==> config.mk <==
export PLATFORM = sky130hd
export DESIGN_NAME = mpmq_front
export DESIGN_NICKNAME = d
export VERILOG_FILES = /design/src/hw/rtl/multi_producer_merge_queue_unit_defines.svh /design/src/hw/rtl/mpmq_pkg.sv /design/src/hw/rtl/mpmq_front.sv
export SDC_FILE = /design/constraint.sdc
export NUM_CORES = 1
export LEC_CHECK = 0
export ABC_CLOCK_PERIOD_IN_PS = 4600
export BUFFER_PORTS_ARGS = -buffer_cell sky130_fd_sc_hd__buf_2
export CAP_MARGIN = 30
export CELL_PAD_IN_SITES_DETAIL_PLACEMENT = 0
export CELL_PAD_IN_SITES_GLOBAL_PLACEMENT = 1
export CORE_MARGIN = 2
export CORE_UTILIZATION = 43
export DETAILED_ROUTE_END_ITERATION = 6
export PLACE_DENSITY = 0.89
export SLEW_MARGIN = 10
export SYNTH_ARGS = -nofsm -noshare
export SYNTH_HDL_FRONTEND = slang
export SYNTH_SLANG_ARGS = --single-unit
==> constraint.sdc <==
create_clock -name clock -period 4.6 [get_ports clock]
set_clock_uncertainty 0.2 [all_clocks]
set_input_delay 0.46 -clock clock [delete_from_list [all_inputs] [get_ports clock]]
set_output_delay 0.46 -clock clock [all_outputs]
set_load 0.005 [all_outputs]
==> src/hw/rtl/multi_producer_merge_queue_unit_defines.svh <==
// Assertion macros shared by the merge queue RTL.
// Depends on nothing; included by modules that carry assertions.
`ifndef MULTI_PRODUCER_MERGE_QUEUE_UNIT_DEFINES_SVH
`define MULTI_PRODUCER_MERGE_QUEUE_UNIT_DEFINES_SVH

// Implication checked at every clock edge outside reset.
`define MPMQ_ASSERT_IMP(label, clk, rst, ante, cons, msg) \
   label: assert property (@(posedge clk) disable iff (rst) (ante) |-> (cons)) \
      else $error(msg);

// Next-cycle implication checked outside reset.
`define MPMQ_ASSERT_NEXT(label, clk, rst, ante, cons, msg) \
   label: assert property (@(posedge clk) disable iff (rst) (ante) |=> (cons)) \
      else $error(msg);

`endif

==> src/hw/rtl/mpmq_pkg.sv <==
// Shared types and constants for the merge queue.
// Used by mpmq_front, mpmq_back and the top level; depends on nothing.
package mpmq_pkg;

   localparam int MaxProducers  = 8;
   localparam int ProducerDepth = 16;
   localparam int DataWidth     = 64;
   localparam int CfgWidth      = 5;
   localparam int CfgIdxWidth   = 1;

   localparam logic [1:0] OpPush    = 2'd0;
   localparam logic [1:0] OpInspect = 2'd1;
   localparam logic [1:0] OpRead    = 2'd2;
   localparam logic [1:0] OpRelease = 2'd3;

   localparam logic [CfgIdxWidth-1:0] RegProducerCount    = 1'd0;
   localparam logic [CfgIdxWidth-1:0] RegItemsPerProducer = 1'd1;

   typedef struct packed {
      logic [1:0]  opcode;
      logic [5:0]  producer;
      logic [63:0] item;
      logic [7:0]  position;
      logic [7:0]  end_limit;
   } req_type;

   typedef struct packed {
      logic        ok;
      logic [7:0]  begin_pos;
      logic [7:0]  end_pos;
      logic [63:0] read_item;
      logic [7:0]  next_position;
      logic        more_pending;
      logic        overflow;
   } rsp_type;

endpackage

==> src/hw/rtl/mpmq_front.sv <==
// Front end: accepts commands and queues them for the back end.
// Depends on mpmq_pkg.
module mpmq_front (
   input  logic             clock,
   input  logic             reset,
   input  logic             start,
   output logic             busy,
   input  mpmq_pkg::req_type req_in,
   input  logic             flush,
   output logic             cmd_valid,
   output mpmq_pkg::req_type cmd,
   input  logic             cmd_take
);
   // Two-entry queue.
   mpmq_pkg::req_type q_ff [2];
   mpmq_pkg::req_type q_in [2];
   logic [1:0] cnt_ff, cnt_in;
   logic       push;

   assign busy = (cnt_ff == 2'd2);
   assign push = start && !busy;
   assign cmd_valid = (cnt_ff != 2'd0);
   assign cmd = q_ff[0];

   always_comb begin
      q_in = q_ff;
      cnt_in = cnt_ff;
      if (cmd_take) begin
         q_in[0] = q_ff[1];
         cnt_in = cnt_in - 2'd1;
      end
      if (push) begin
         q_in[cnt_in[0]] = req_in;
         cnt_in = cnt_in + 2'd1;
      end
      if (flush) begin
         cnt_in = 2'd0;
      end
   end

   always_ff @(posedge clock) begin
      if (reset) begin
         cnt_ff <= 2'd0;
      end else begin
         cnt_ff <= cnt_in;
      end
      q_ff <= q_in;
   end
endmodule

Yosys cells after proc, flatten, opt, wreduce, memory -nomap -nowiden
Cells that the tools add are included.
{"block": "word_totals", "reg_bits": 178, "latch_bits": 0, "ram_bits": 0, "mem_bits_ro": 0, "inputBits": 93, "out_inout_bits": 90, "elab_cells": 29, "mem_count": 0}
{"block": "classes", "n_addsub": 2, "n_mul": 0, "n_div": 0, "n_lt_le_gt_ge": 2, "n_eq_ne": 1, "n_shift": 0, "muxes": 7, "bitwise_logic": 1, "n_reduce_logical": 5}
{"operator": "bitwise mux 176 bit", "n": 1}
{"operator": "two-way mux 176 bit", "n": 1}
{"operator": "two-way mux 88 bit", "n": 2}
{"operator": "demux 88 bit (select 1 bit)", "n": 1}
{"operator": "two-way mux 2 bit", "n": 2}
{"operator": "adder 2 x 1 -> 2 bit (second input constant)", "n": 1}
{"operator": "== test 2 bit (second input constant)", "n": 1}
{"operator": ">= comparator 2 bit (second input constant)", "n": 1}
{"operator": "logical AND 1 bit", "n": 2}
{"operator": "< comparator 2 x 1 -> 1 bit (second input constant)", "n": 1}
{"operator": "NOT 1 -> 2 bit", "n": 1}
{"operator": "nonzero test 2 bit", "n": 1}
{"operator": "OR reduction 2 bit", "n": 1}
{"operator": "subtractor 2 x 1 -> 2 bit (second input constant)", "n": 1}
{"operator": "logical NOT 1 bit", "n": 1}

Depth between registers and ports, before layout
{"block": "logic_depth", "depth_word": 9, "depth_mapped": 8, "ltp_nobuf": 6}

Worst setup path before layout
No wires, ideal clock.
{"block": "synth_path", "path_kind": "register -> register", "startpoint": "reg cnt_ff[0]", "endpoint": "reg (tool-made name)", "setup_time_ns": 0.437, "t_arrival_ns": 2.664, "t_required_ns": 3.963, "setup_slack_ns": 1.299, "stages_incl_launch_ff": 6, "n_path_buf": 0, "period_less_slack_ns": 3.301, "cell_sequence": "dfxtp_1 -> inv_1 -> ha_1 -> nand2b_1 -> inv_1 -> ha_1"}
{"element": "from (decl)", "line_no": "mpmq_front.sv:17", "source": "logic [1:0] cnt_ff, cnt_in;"}
{"element": "from (signal assigned)", "line_no": "mpmq_front.sv:45", "source": "cnt_ff <= cnt_in;"}

==> run summary <==
PLACEMENT
-----------------------------------------------------------------------------------
Port Buf Inserts                                                                182
Post-placement cell count                                                       785
Worst slack after detailed placement                                        1.52 ns
Standard cell area after detailed placement                                7900 µm²
Detailed placement HPWL                                                     8.75 mm
Final RePlAce weighted congestion                                             0.697

ROUTE
-----------------------------------------------------------------------------------
Pre-Repair DR Iteration Count                                                     4
Routed Antenna Nets                                                               0
Wirelength per Cell                                                         15.4 µm
Final wirelength                                                            12.6 mm
DRC violations left                                                               0
Vias                                                                           3858
Drt first-iter violations                                                       173
Via-to-Cell Ratio                                                              4.71

POWER AND IR DROP
-----------------------------------------------------------------------------------
Final total power                                                           3.85 mW
Pwr per Cell Area                                                        453 nW/µm²
Net load switching power                                                   0.916 mW
Fraction of power spent switching nets                                        23.8%
Int Pwr                                                                     2.93 mW
Combinational group share of total power                                      15.1%
Leakage power summed over all cells                                         3.49 nW
Clk pwr share                                                                 34.4%
Peak supply drop                                                           0.232 mV
Part of the total power dissipated in sequential elements                     50.4%

LAYOUT
-----------------------------------------------------------------------------------
Final core utilization                                                        49.6%
# diodes                                                                          0
Fraction of layout instances using a drive strength above 1                   67.0%
Layout overhead on the synthesized area                                       14.2%
Number of nets in the finished design                                           677
Number of filler cells placed in the layout                                    1471
Summed area of non-filler cells in the final layout                        8490 µm²
Count of placed standard cells in the final layout, fillers left out            819

TIMING
-----------------------------------------------------------------------------------
Normalized max-slew margin                                                    47.7%
Final setup TNS                                                                0 ns
Final period util                                                             59.0%
Count of pins over their slew limit                                               0
Final critical path time including I/O delays and setup                     2.72 ns
Transition at the pin with the smallest max-transition slack               0.784 ns
Max Freq                                                                    368 MHz
Finish-stage setup viols                                                          0
RSZ-0062 raised after global routing                                             no
Worst Setup Slack, final                                                    1.88 ns
Hold slack                                                                0.0266 ns
Count of endpoints failing hold in the final timing report                        0

WORST SETUP PATH
-----------------------------------------------------------------------------------
Worst path cell trace                                                  inv_1 > ha_1 > nand2b_1 > inv_1 > nand2_4 > buf_12 > buf_4 > mux2_2
Register-to-register path setup slack                                       1.88 ns
Critical Setup Path Class                                                   reg2reg
CP max stage cell                                                      sky130_fd_sc_hd__nand2_4
Worst reg2reg endpoint                                                      cmd[78]
Most common cell on crit path                                          sky130_fd_sc_hd__inv_1
R2R depth                                                                         8
Crit path capture type                                                     register
Data required time of the critical path                                     4.70 ns
Peak fanout along the critical path                                              34
Arrival time reported for the critical path endpoint                        2.82 ns
Launch point of the worst reg-to-reg path                                 cnt_ff[0]
Slowest Stage Delay on Critical Path                                        0.39 ns
Sort of element at the start of the critical path                          register

FLOORPLAN
-----------------------------------------------------------------------------------
Starting density of the core                                                  43.4%
Core Area                                                                 17100 µm²
Number of core rows                                                              48
Vertical die dimension                                                       135 µm
Die Area                                                                  18300 µm²
Die W                                                                        135 µm
Boundary Pins                                                                   183

GRT
-----------------------------------------------------------------------------------
Largest net degree at the start of global routing                                64
Global-route wire length before repair                                      19.6 mm
Grt ovf                                                                           0
Overall fraction of global-route tracks in use                                14.0%
Antenna violations before repair                                                  0
Via count of the first global-routing pass                                     3982

CLOCK TREE
-----------------------------------------------------------------------------------
Post-CTS Hold Buffers                                                             0
Root buf cell                                                          sky130_fd_sc_hd__clkbuf_16
Post-CTS repair timing setup buffer count                                         0
Clock tree from TritonCTS                                                     built
CTS sink count                                                                  178
Clock-pin slew on the worst setup and hold paths                            0.07 ns
Total CTS buffers                                                                17
CTS H-Tree Depth                                                                  4
Quantity of gates resized following cts                                           0
Clock latency of the later-clocked register in the worst-skew pair          0.42 ns
Buffer depth of the longest clock path                                            2

MIN PATH
-----------------------------------------------------------------------------------
Class of the tightest hold or removal check                                  in2reg
Origin of the worst min-delay path                                       req_in[45]
Count of cells along the worst hold path                                          1

SYNTHESIS
-----------------------------------------------------------------------------------
Number of distinct library cells after synthesis                                 21
Number of instances in the synthesized netlist                                  482
Syn Area/Cell                                                              15.4 µm²
Total number of yosys warnings                                                    0
Synthesized flop and latch total                                                178
Mapped Nets                                                                     578
Mapped Area                                                                7430 µm²
Sequential cell area fraction in the yosys report                             59.8%

RUN STATUS
-----------------------------------------------------------------------------------
Status                                                                    completed

FLOW RUN
-----------------------------------------------------------------------------------
MaxCap Viol Count                                                                 0

## layout by cell type, fill, tap and decap left out, types with 2 or more instances in the layout
master	synthesis	final
sky130_fd_sc_hd__buf_12	0	2
sky130_fd_sc_hd__buf_2	16	181
sky130_fd_sc_hd__buf_4	88	3
sky130_fd_sc_hd__clkbuf_16	0	17
sky130_fd_sc_hd__clkinv_2	0	2
sky130_fd_sc_hd__clkinv_4	0	2
sky130_fd_sc_hd__clkinvlp_4	0	4
sky130_fd_sc_hd__dfxtp_1	90	90
sky130_fd_sc_hd__edfxtp_1	88	88
sky130_fd_sc_hd__ha_1	3	2
sky130_fd_sc_hd__inv_1	5	5
sky130_fd_sc_hd__inv_6	0	4
sky130_fd_sc_hd__mux2_2	156	156
sky130_fd_sc_hd__mux2_4	20	20
## power groups by stage
stage,registers (mW),logic (mW),clock network (mW)
2_1_floorplan,1.96,0.526,0
3_3_place_gp,1.97,0.562,0
3_5_place_dp,1.98,0.588,0
4_1_cts,1.94,0.590,1.37
5_1_grt,1.96,0.634,1.43
6_report,1.94,0.582,1.32
## critical path: cells and delay by family (launching register included)
family	cells	cell delay (ns)
buf+inv	4	0.90
simple gates	2	0.56
fa+ha+maj	1	0.18
flops	1	0.36
mux	1	0.38
## how the worst max path moves through the flow
stage / from / endpoint / cells after the start
after global placement: cmd_take / cmd[80] / 5
after floorplan: cnt_ff[0] / register / 5
final: cnt_ff[0] / cmd[78] / 8
after detailed placement: cmd_take / cmd[82] / 5
after global routing: cnt_ff[0] / cmd[80] / 8
after CTS: cnt_ff[0] / cmd[82] / 7
## kinds of logic after synthesis
logic type               synth area share, %
flip-flops                              59.8
multiplexers                            27.8
buffers and inverters                   10.7
AND/OR/NAND/NOR                        0.657
AO/OA/AOI/OAI                          0.286
adder cells (fa/ha/maj)                0.505
XOR/XNOR                               0.219
## cell usage after synthesis (all sizes together)
cell | instances | area [µm²]
and2 | 1 | 6.26
mux2i | 1 | 10.0
edfxtp | 88 | 2640
nor2 | 2 | 7.51
nand2 | 1 | 6.26
ha | 3 | 37.5
nor4b | 1 | 8.76
buf | 107 | 774
o311ai | 1 | 8.76
o21ai | 1 | 5.00
dfxtp | 90 | 1800
nand2b | 1 | 6.26
nand3b | 1 | 7.51
xnor2 | 1 | 16.3
mux2 | 176 | 2060
nor4 | 1 | 6.26
inv | 5 | 18.8
a21boi | 1 | 7.51
## layer usage
metal	wire (µm)	vias up	GRT usage (%)	part of all wire [%]
met5	0	-	0	0
met4	244	0	5.21	1.9
met3	694	17	4.41	5.5
met2	6630	108	25.2	53
met1	5050	1875	15.3	40
li1	-	1858	-	-
## layout make-up
| class | count | area [µm²] | area share (%) |
|---|---|---|---|
| multi-input cells | 192 | 2210 | 26.1 |
| repair buffers | 187 | 983 | 11.6 |
| inverters | 5 | 18.8 | 0.221 |
| well taps | 225 | 282 | 3.32 |
| flip-flops and latches | 178 | 4440 | 52.4 |
| clock inverters | 13 | 104 | 1.22 |
| clock buffers | 19 | 443 | 5.22 |
Note: power is estimated with default switching activity, not from simulation.
